`src/rtl/spq_pkg.sv`:
```
// Shared types, codes and defaults of the sorted priority queue.
`default_nettype none
package spq_pkg;

  localparam int unsigned DefaultDepth = 8;
  localparam int unsigned ValueWidth   = 32;
  localparam int unsigned OccWidth     = 4;

  localparam logic OpInsert = 1'b0;
  localparam logic OpRemove = 1'b1;

  typedef enum logic [1:0] {
    StatusDone  = 2'd0,
    StatusFull  = 2'd1,
    StatusEmpty = 2'd2
  } status_e;

  typedef struct packed {
    logic                         opcode;
    logic signed [ValueWidth-1:0] value_in;
  } req_t;

  typedef struct packed {
    logic signed [ValueWidth-1:0] removed_value;
    logic [1:0]                   status;
    logic [OccWidth-1:0]          occupancy;
  } rsp_t;

  typedef struct packed {
    logic load;
    logic exec;
  } cmd_t;

endpackage
`default_nettype wire

```
`src/rtl/sorted_priority_queue_unit.sv`:
```
// Top level of the sorted priority queue: controller plus datapath.
//
// Usage: drive req_i (opcode, value_in) and raise start. A transaction is
// taken at a rising edge where start is high and busy is low. Insert
// (opcode 0) places value_in in ascending order; remove (opcode 1) returns
// the smallest value held. Each transaction yields one response on rsp_o
// (removed_value, status, occupancy), valid for exactly one cycle while
// done_o is high; the receiver cannot stall it and must take it then.
// done_o is registered and rises once the execute state that follows the
// accepting edge has ended. The queue takes no new transaction while busy,
// during the execute state in which every entry of the shift array moves
// in parallel, comparing against the new value on an insert; a new
// transaction may be taken in the response cycle.
// Status 1 means the insert was dropped because DEPTH values are held,
// status 2 that a remove found the queue empty; removed_value is zero in
// both cases and on inserts. Occupancy is the count after the transaction.
// Reset (rst_ni low, asynchronous) empties the queue and returns the
// controller to idle; stored values are not cleared and need no sweep.
`default_nettype none
module sorted_priority_queue_unit #(
  parameter int unsigned DEPTH = spq_pkg::DefaultDepth
) (
  input  wire logic          clk_i,
  input  wire logic          rst_ni,
  input  wire logic          start,
  output logic               busy,
  input  wire spq_pkg::req_t req_i,
  output logic               done_o,
  output spq_pkg::rsp_t      rsp_o
);

  spq_pkg::cmd_t cmd;

  spq_ctrl u_ctrl (
    .clk_i  (clk_i),
    .rst_ni (rst_ni),
    .start  (start),
    .busy   (busy),
    .done_o (done_o),
    .cmd_o  (cmd)
  );

  spq_datapath #(
    .DEPTH (DEPTH)
  ) u_datapath (
    .clk_i  (clk_i),
    .rst_ni (rst_ni),
    .cmd_i  (cmd),
    .req_i  (req_i),
    .rsp_o  (rsp_o)
  );

endmodule
`default_nettype wire

```
`src/rtl/spq_ctrl.sv`:
```
// Sequencing state machine of the sorted priority queue.
`default_nettype none
module spq_ctrl (
  input  wire logic          clk_i,
  input  wire logic          rst_ni,
  input  wire logic          start,
  output logic               busy,
  output logic               done_o,
  output spq_pkg::cmd_t      cmd_o
);

  typedef enum logic [1:0] {
    StIdle,
    StExec,
    StResp
  } state_e;

  state_e state_q;
  logic   busy_q;
  logic   done_q;
  logic   accept;

  assign accept     = start && !busy_q;
  assign busy       = busy_q;
  assign done_o     = done_q;
  assign cmd_o.load = accept;
  assign cmd_o.exec = (state_q == StExec);

  always_ff @(posedge clk_i or negedge rst_ni) begin
    if (!rst_ni) begin
      state_q <= StIdle;
      busy_q  <= 1'b0;
      done_q  <= 1'b0;
    end else begin
      unique case (state_q)
        StIdle, StResp: begin
          done_q <= 1'b0;
          if (accept) begin
            state_q <= StExec;
            busy_q  <= 1'b1;
          end else begin
            state_q <= StIdle;
          end
        end
        StExec: begin
          state_q <= StResp;
          busy_q  <= 1'b0;
          done_q  <= 1'b1;
        end
        default: begin
          state_q <= StIdle;
          busy_q  <= 1'b0;
          done_q  <= 1'b0;
        end
      endcase
    end
  end

  a_busy_means_exec: assert property (@(posedge clk_i) disable iff (!rst_ni)
    busy_q == (state_q == StExec))
    else $error("busy out of step with state");

  a_done_after_exec: assert property (@(posedge clk_i) disable iff (!rst_ni)
    (state_q == StExec) |=> done_q)
    else $error("no strobe after execution");

  a_done_single: assert property (@(posedge clk_i) disable iff (!rst_ni)
    done_q |=> !done_q)
    else $error("strobe longer than one cycle");

endmodule
`default_nettype wire

```
`src/rtl/spq_datapath.sv`:
```
// Sorted entry array, counter and result register of the priority queue.
`default_nettype none
module spq_datapath #(
  parameter int unsigned DEPTH = spq_pkg::DefaultDepth
) (
  input  wire logic          clk_i,
  input  wire logic          rst_ni,
  input  wire spq_pkg::cmd_t cmd_i,
  input  wire spq_pkg::req_t req_i,
  output spq_pkg::rsp_t      rsp_o
);

  localparam int unsigned CW = $clog2(DEPTH + 1);

  logic signed [spq_pkg::ValueWidth-1:0] entry_q [DEPTH];
  logic signed [spq_pkg::ValueWidth-1:0] entry_d [DEPTH];
  logic [CW-1:0]                         count_q, count_d;
  logic                                  op_q;
  logic signed [spq_pkg::ValueWidth-1:0] val_q;
  spq_pkg::rsp_t                         rsp_q, rsp_d;
  logic [DEPTH-1:0]                      gt;
  logic                                  full, empty;

  assign full  = (count_q == CW'(DEPTH));
  assign empty = (count_q == '0);

  always_comb begin
    for (int i = 0; i < DEPTH; i++) begin
      gt[i] = (count_q > CW'(i)) && (entry_q[i] > val_q);
    end
  end

  always_comb begin
    for (int i = 0; i < DEPTH; i++) begin
      entry_d[i] = entry_q[i];
    end
    count_d             = count_q;
    rsp_d.removed_value = '0;
    rsp_d.status        = spq_pkg::StatusDone;
    if (op_q == spq_pkg::OpInsert) begin
      if (full) begin
        rsp_d.status = spq_pkg::StatusFull;
      end else begin
        if (gt[0] || empty) begin
          entry_d[0] = val_q;
        end
        for (int i = 1; i < DEPTH; i++) begin
          if (gt[i-1]) begin
            entry_d[i] = entry_q[i-1];
          end else if (gt[i] || (count_q == CW'(i))) begin
            entry_d[i] = val_q;
          end
        end
        count_d = count_q + 1'b1;
      end
    end else begin
      if (empty) begin
        rsp_d.status = spq_pkg::StatusEmpty;
      end else begin
        rsp_d.removed_value = entry_q[0];
        for (int i = 0; i < DEPTH - 1; i++) begin
          entry_d[i] = entry_q[i+1];
        end
        count_d = count_q - 1'b1;
      end
    end
    rsp_d.occupancy = spq_pkg::OccWidth'(count_d);
  end

  always_ff @(posedge clk_i or negedge rst_ni) begin
    if (!rst_ni) begin
      count_q <= '0;
    end else if (cmd_i.exec) begin
      count_q <= count_d;
    end
  end

  always_ff @(posedge clk_i) begin
    if (cmd_i.load) begin
      op_q  <= req_i.opcode;
      val_q <= req_i.value_in;
    end
    if (cmd_i.exec) begin
      rsp_q <= rsp_d;
      for (int i = 0; i < DEPTH; i++) begin
        entry_q[i] <= entry_d[i];
      end
    end
  end

  assign rsp_o = rsp_q;

  a_count_bound: assert property (@(posedge clk_i) disable iff (!rst_ni)
    count_q <= CW'(DEPTH))
    else $error("count beyond depth");

  a_insert_grows: assert property (@(posedge clk_i) disable iff (!rst_ni)
    (cmd_i.exec && op_q == spq_pkg::OpInsert && !full)
      |=> count_q == $past(count_q) + 1'b1)
    else $error("insert did not grow the queue");

  a_empty_reported: assert property (@(posedge clk_i) disable iff (!rst_ni)
    (cmd_i.exec && op_q == spq_pkg::OpRemove && empty)
      |=> (rsp_q.status == spq_pkg::StatusEmpty) && (rsp_q.removed_value == '0))
    else $error("empty remove misreported");

endmodule
`default_nettype wire
```
`config.mk`:
```
export PLATFORM = sky130hd
export DESIGN_NAME = sorted_priority_queue_unit
export DESIGN_NICKNAME = d
export VERILOG_FILES = /design/src/rtl/spq_pkg.sv /design/src/rtl/sorted_priority_queue_unit.sv /design/src/rtl/spq_ctrl.sv /design/src/rtl/spq_datapath.sv
export SDC_FILE = /design/constraint.sdc
export NUM_CORES = 1
export LEC_CHECK = 0
export ABC_AREA = 1
export BUFFER_PORTS_ARGS = -buffer_cell sky130_fd_sc_hd__buf_2
export CAP_MARGIN = 20
export CORE_ASPECT_RATIO = 1.4
export CORE_MARGIN = 4
export CORE_UTILIZATION = 31
export CTS_CLUSTER_SIZE = 10
export DETAILED_ROUTE_END_ITERATION = 10
export PLACE_DENSITY = 0.43
export REMOVE_ABC_BUFFERS = 1
export SLEW_MARGIN = 20
export SYNTH_ARGS = -nofsm -noshare
export SYNTH_HDL_FRONTEND = slang
export SYNTH_SLANG_ARGS = --single-unit
export TNS_END_PERCENT = 50
```
`constraint.sdc`:
```
create_clock -name clk_i -period 14.7 [get_ports clk_i]
set_input_delay 0.735 -clock clk_i [delete_from_list [all_inputs] [get_ports clk_i]]
set_output_delay 0.735 -clock clk_i [all_outputs]
set_load 0.01 [all_outputs]
```
==> results of run 1 <==
-- critical path, cell delays in order, from the launching register on --
cell and delay (ps):
edfxtp_1 320, clkinv_1 570, ha_1 600, nand2_1 60, nor2_1 180, nor3b_1 400, nand2_1 90, nand2_1 120
nand2_1 120, nand3_2 540, nand3_2 810, nand3_1 250, nand2_1 70, inv_1 60, buf_4 420
-- cells in the mapped netlist, drive strengths merged --
cell type | instances | area share [%]
a211oi | 2 | 0.066
a21boi | 1 | 0.033
a21o | 3 | 0.099
a21oi | 162 | 3.6
a22oi | 1 | 0.033
a41oi | 4 | 0.22
buf | 49 | 1.1
clkbuf | 80 | 1.3
clkinv | 33 | 0.55
dfrtp | 7 | 0.77
edfxtp | 327 | 43
ha | 260 | 14
inv | 265 | 4.4
nand2 | 817 | 14
nand3 | 260 | 5.9
nand3b | 6 | 0.20
nand4 | 175 | 4.8
nor2 | 149 | 2.5
nor3 | 11 | 0.27
nor3b | 3 | 0.12
nor4 | 2 | 0.083
nor4b | 1 | 0.066
o211ai | 3 | 0.099
o21a | 9 | 0.30
o21ai | 44 | 0.97
o21bai | 4 | 0.13
o22ai | 33 | 0.91
xnor2 | 1 | 0.039
xor2 | 3 | 0.12
-- routing by layer --
metal  vias up  global-route usage (%)  wire length, um
li1       9382                       -                -
met1      8880                    23.0            31400
met2       454                    31.7            35000
met3        95                    2.68             3170
met4         4                    4.74             1710
met5         -                       0               21
-- cell usage in the layout, fill, tap and decap left out, types with 9 or more instances in the layout --
| master | count |
|---|---|
| nor2_1 | 142 |
| nor3_1 | 10 |
| nand3_1 | 252 |
| o22ai_1 | 33 |
| buf_2 | 75 |
| edfxtp_1 | 327 |
| inv_1 | 257 |
| clkbuf_16 | 43 |
| nand4_1 | 175 |
| o21ai_1 | 9 |
| o21a_1 | 9 |
| buf_4 | 30 |
| clkinv_1 | 37 |
| ha_1 | 260 |
| a21oi_1 | 159 |
| o21ai_0 | 35 |
| clkbuf_1 | 21 |
| nand2_1 | 815 |
-- power breakdown --
part	internal, mW	total, mW	switching (mW)
logic	0.307	1.07	0.759
clock network	0.543	0.966	0.422
registers	1.16	1.20	0.0405
total	2.01	3.23	1.22
-- layout make-up --
cell class / instances / area (um^2) / share of cell area, %
Clock buffer: 65 / 1170 / 4.64
Clock inverter: 8 / 37.5 / 0.149
Inverter: 298 / 1120 / 4.47
Multi-Input combinational cell: 1954 / 11000 / 43.8
Sequential cell: 334 / 9990 / 39.7
Tap cell: 952 / 1190 / 4.73
Timing Repair Buffer: 107 / 631 / 2.50
-- cells by family after synthesis --
group | synth area share (%)
xor+xnor | 0.155
flops | 44.1
buf+inv | 7.37
simple gates | 27.5
compound gates | 6.45
fa+ha+maj | 14.4
-- registers in the layout (all words and copies together), names as in the netlist --
signal              flops
u_ctrl.busy             1
u_ctrl.done_o           1
u_ctrl.state_q          1
u_datapath.count_q      4
u_datapath.entry_q    256
u_datapath.op_q         1
u_datapath.rsp_o       38
u_datapath.val_q       32
-- worst paths after layout --
path | start | to | slack [ps]
setup / recovery | u_datapath.val_q[13] | u_datapath.entry_q[1][28] | 9650
hold / removal | req_i[6] | u_datapath.val_q[6] | 330
setup reg to reg | u_datapath.val_q[13] | u_datapath.entry_q[1][28] | 9650
hold reg to reg | u_ctrl.state_q[0] | u_ctrl.busy | 460
max in group asynchronous | rst_ni | u_ctrl.state_q[0] | 13930
min in group asynchronous | rst_ni | u_datapath.count_q[3] | 550
==> key figures, run 1 <==
Finish
  • FILL cells: roughly 7700
  • Share of cells above drive strength 1: 6.83%
  • Final Non-Filler Cells: 3718
  • Final Core Density: 34.7%
  • Layout area overhead: 11.2%
  • Post-layout instance area: between 20000 and 30000 um^2
  • Fin nets: 3033
  • Ant. Diodes: 0

Detailed routing
  • # DRC: 0
  • DR iter-0 viols: 1275
  • Total wire length: roughly 71000 um
  • Wire per inst: 19.2 um
  • DR vias: 18800
  • Final antenna-violating net count: 0
  • Pre-Repair DR Iteration Count: 5
  • Via density: 5.06

Timing
  • Clk_skew: ~24 ps
  • Fin crit share: 34.4%
  • Max Slew Vio Count: 0
  • Unrepaired setup endpoints after global routing: false
  • Endpoints failing hold: 0
  • Setup TNS: 0 ps
  • Relative slew slack: approximately 37%
  • Final Hold Slack: 332 ps
  • Fin worst setup slack: between 9000 and 10000 ps
  • Worst Tran Pin Value: ~950 ps
  • Final setup viols: 0
  • Max Fclk: 0.198 GHz
  • Post-layout min period: 5050 ps

Worst setup path
  • CP max FO: 34
  • Critical Path RT: ~15000 ps
  • CP Capture Type: register
  • CP startpoint kind: register
  • Crit Path Category: register to register
  • Reg2Reg Depth: 14
  • Worst EP arrival: 5260 ps

Placed design
  • Placed Instances: 3644
  • PortBufs: 75
  • Pre-CTS WS: 9560 ps
  • Placer Congestion: 0.832
  • Placed Area: 24000 um^2
  • Post-detail-place hpwl: between 50000 and 60000 um

Synthesis
  • Post-Syn Area: around 23000 um^2
  • Syn. warnings: 0
  • Number of synthesized register bits: approximately 330
  • Distinct cell type count after synthesis: 43
  • Cell count after synthesis: 2715
  • Register area share after synthesis: 44.1%
  • Syn_area_per_cell: between 8 and 9 um^2

CTS
  • # hold bufs at CTS: 1
  • Worst-path clk slew: 60 ps
  • Post-CTS Resized: 0
  • Clk sinks: 334
  • Clock buffer depth: 3
  • Number of H-tree levels: 2
  • Clk Latency, worst-skew pair: 580 ps
  • Clock tree from TritonCTS: done
  • CTS Buf Count: 42
  • Clk root buf: clkbuf_16
  • Post-CTS setup buffer count: 0

Die
  • Die Y: 328 um
  • IO Count: 76
  • Die area: 77500 um^2
  • Core area: between 70000 and 80000 um^2
  • Row Count: 117
  • Initial core utilization: 31.2%
  • Die W: 236 um

Pwr
  • Leakage: 11.4 nW
  • Tot Pwr: roughly 3.2 mW
  • Pwr Density: 128 nW/um^2
  • Maximum vdd drop: around 74 uV

Global route
  • Vias in the first global route: between 15000 and 20000
  • Largest net degree at the start of global routing: about 150
  • First-pass GRT wire length: between 100000 and 150000 um
  • GRT overflow: 0
  • Initial antenna violation count: 2
  • Total GRT Usage: between 10% and 20%

Min path
  • Hold path depth: 1
  • Min-delay worst type: input pin to register

Status
  • Run status: complete, no violations

Run
  • Max Cap Violations: 0
Power figures use the tool's default switching activity.
==> run 2: changes to the inputs <==
ABC_AREA = 0   (was 1)
clock period = 5.2 ns   (was 14.7 ns; I/O delays follow)
==> key figures, run 2 <==
Status
  • Run status: complete, no violations

Synthesis
  • Most common library cells after synthesis: edfxtp_1 (327), nand2_1 (310), ha_1 (260)
  • Synth Flop Type: edfxtp_1
  • Share of the synthesized area in the top cell type: 46.7% (+3.3 points)
  • Syn. warnings: 0 (unchanged)
  • Ranking of synthesized cells by area: edfxtp_1 (47%), ha_1 (15%), mux2i_1 (6.1%), nand2_1 (5.5%), o21ai_0 (5.1%)
  • Number of flops mapped to enable cells by yosys: 327 (unchanged)
  • Register area share after synthesis: 47.5% (+3.4 points)
  • Number of synthesized register bits: 334 (unchanged)
  • Distinct cell type count after synthesis: 64 (+49%)
  • Yosys top cell by area: edfxtp_1
  • Cell count after synthesis: 1957 (-28%)
  • Syn_area_per_cell: 10.7 um^2 (+29%)
  • Asr flop ratio synth: 2.10% (unchanged)
  • Most frequent cell after synthesis: edfxtp_1
  • Post-Syn Area: 21000 um^2 (-7.2%)

CTS
  • Clk sinks: 334 (unchanged)
  • Clock tree from TritonCTS: done
  • Number of H-tree levels: 2 (unchanged)
  • CTS Buf Count: 41 (-2.4%)
  • Post-CTS setup buffer count: 0 (unchanged)
  • Clk Latency, worst-skew pair: 590 ps (about the same)
  • Worst-path clk slew: 60 ps (about the same)
  • Clk root buf: clkbuf_16
  • Clock buffer depth: 3 (unchanged)

Finish
  • Reg with most FFs: u_datapath.entry_q
  • Commonest non-fill, non-tap cell in the layout: edfxtp_1
  • Fin nets: 2345 (-23%)
  • Share of cells above drive strength 1: 9.47% (+2.6 points)
  • Total area of sequential cells: 9990 um^2 (unchanged)
  • Leading cell types in the layout, fill and taps excluded: edfxtp_1 (327), nand2_1 (310), ha_1 (260)
  • Max FFs per register: 256 (unchanged)
  • Final Core Density: 35.8% (+1.1 points)
  • Final Non-Filler Cells: 2924 (-21%)
  • Layout area overhead: 14.2%
  • Multi-input gate area: 10400 um^2 (-5.5%)
  • FILL cells: 6657 (-13%)
  • Ant. Diodes: 0 (unchanged)

Detailed routing
  • Wire per inst: 27.1 um (+41%)
  • Pre-Repair DR Iteration Count: 7 (+2)
  • DR vias: 16500 (-12%)
  • Via density: 5.64 (+11%)
  • DR iter-0 viols: 1260 (-1.2%)
  • Met3 WL: 2940 um (-7.2%)
  • Metal-1 WL: 31500 um (+0.49%)
  • Met2 WL post-DR: 40100 um (+15%)
  • Final antenna-violating net count: 0 (unchanged)
  • Highest metal used: met4
  • Total wire length: 79200 um (+11%)
  • # DRC: 0 (unchanged)

Run
  • Max Cap Violations: 0 (unchanged)

Global route
  • Vias in the first global route: 16700 (-12%)
  • GRT overflow: 0 (unchanged)
  • First-pass GRT wire length: 116000 um (+4.3%)
  • Largest net degree at the start of global routing: 86 (-43%)
  • Total GRT Usage: 21.5% (+3.6 points)
  • Initial antenna violation count: 0 (-2)

Timing
  • Unrepaired setup endpoints after global routing: false
  • Final setup viols: 0 (unchanged)
  • Endpoints failing hold: 0 (unchanged)
  • Setup TNS: 0 ps (unchanged)
  • Max Fclk: 0.205 GHz (+3.6%)
  • Worst Tran Pin Value: 1050 ps (+108 ps)
  • Max Slew Vio Count: 0 (unchanged)
  • Fin crit share: 93.8% (+59 points)
  • Relative slew slack: 29.8% (-7.2 points)
  • Clk_skew: 31.9 ps (+8.01 ps)
  • Post-layout min period: 4880 ps (-178 ps)

Die
  • Row Count: 112 (-4.3%)
  • Die area: 72100 um^2 (-7.0%)
  • Initial core utilization: 31.4% (+0.20 points)
  • Core area: 67000 um^2 (-7.7%)
  • Die Y: 316 um (-3.6%)
  • Die W: 228 um (-3.5%)
  • IO Count: 76 (unchanged)

Placed design
  • PortBufs: 75 (unchanged)
  • Placed Instances: 2826 (-22%)
  • Post-detail-place hpwl: 55500 um (+5.6%)
  • Placer Congestion: 0.907 (+9.0%)

Worst setup path
  • CP top delay family: compound AO/OA/AOI/OAI gates
  • CP max FO: 29 (-15%)
  • CP Capture Type: register
  • Worst EP arrival: 5160 ps (-100 ps)
  • Slowest-stage cell, CP: nor4_1
  • Crit path buf inv count: 2 (-1)
  • CP peak stage delay: 820 ps (about the same)
  • Crit Path Category: register to register
  • CP startpoint kind: register
  • Critical Path RT: 5490 ps (-9410 ps)
  • Most frequent CP cell: o21ai_0
  • Reg2Reg Depth: 10 (-4)
  • CP cell instances: inv_1 -> ha_1 -> nand4_1 -> nor4_1 -> o21ai_0 -> a31oi_1 -> a211o_2 -> buf_4 -> mux2i_1 -> o21ai_0
  • Worst path depth: 10 (-4)

Min path
  • Min-delay worst type: input pin to asynchronous set/reset pin

Pwr
  • Leakage: 9.58 nW (-16%)
  • Pwr Density: 372 nW/um^2 (+190%)
  • Maximum vdd drop: 207 uV (+180%)
[run 2: changes by cell type after synthesis, moves of 30 or more]
cell / previous run / this run
o22ai_1: 33 / 0
o21ai_0: 35 / 213
nand2_1: 815 / 310
buf_2: 34 / 4
inv_1: 259 / 51
nor2_1: 146 / 35
a21oi_1: 162 / 98
clkinv_1: 32 / 0
nand4_1: 175 / 51
mux2i_1: 0 / 129
a21o_1: 3 / 35
nand3_1: 254 / 87
o311ai_0: 0 / 62
and3_1: 0 / 35
[run 2: what timing repair did]
item / in CTS / in global routing
resized for setup: 0 / 0
hold buffers: 35 / 0
hold endpoints to repair: 41 / 0
[run 2: final timing paths]
| path | startpoint | endpoint | slack (ps) |
|---|---|---|---|
| min in group clk_i | req_i[0] | u_datapath.val_q[0] | 390 |
| max | u_datapath.val_q[13] | u_datapath.entry_q[0][121] | 320 |
| max in group asynchronous | rst_ni | u_ctrl.state_q[0] | 4980 |
| min | rst_ni | u_datapath.count_q[3] | 50 |
| max reg2reg | u_datapath.val_q[13] | u_datapath.entry_q[0][121] | 320 |
| min reg2reg | u_ctrl.state_q[0] | u_ctrl.state_q[0] | 460 |
[run 2: layer usage]
layer	global-route usage, %	vias to the layer above
li1	-	7664
met2	39.0	476
met3	2.49	158
met1	25.2	8200
met4	11.0	0
met5	0	-
[run 2: worst register-to-register path, stage by stage (launching register included)]
cell and delay [ps]:
edfxtp_1 510, inv_1 310, ha_1 400, nand4_1 210, nor4_1 820, o21ai_0 350
a31oi_1 380, a211o_2 400, buf_4 720, mux2i_1 350, o21ai_0 120
[run 2: metrics by stage]
step | hold WS (ps) | worst slack [ps] | total power [mW] | instance area [um^2]
after floorplan | -35.6 | -4750 | 5.20 | 20500
after global placement | 110 | 235 | 6.28 | 22500
after detailed placement | 112 | 362 | 6.30 | 22500
after CTS | 30.0 | 279 | 9.01 | 24000
after global routing | 39.0 | 162 | 9.35 | 24000
final | 49.4 | 323 | 8.92 | 24000
[run 2: kinds of logic after synthesis]
group | share of synthesized area, %
simple gates | 12.5
compound gates | 14.4
flops | 47.5
fa+ha+maj | 15.5
buf+inv | 3.46
mux | 6.57
xor+xnor | 0.0833
[run 2: layout make-up]
class                      count  area share [%]
sequential                   334            41.6
clock inverter                 8           0.188
tap                          855            4.46
inverter                      52           0.813
clock buffer                  55            4.62
multi-input combinational   1465            43.5
timing repair buffer         155            4.80
[run 2: where the power goes]
group	internal [mW]	switching (mW)	leakage, nW
sequential	3.29	0.199	3.07
clock	1.48	1.17	0.561
combinational	0.953	1.83	5.95
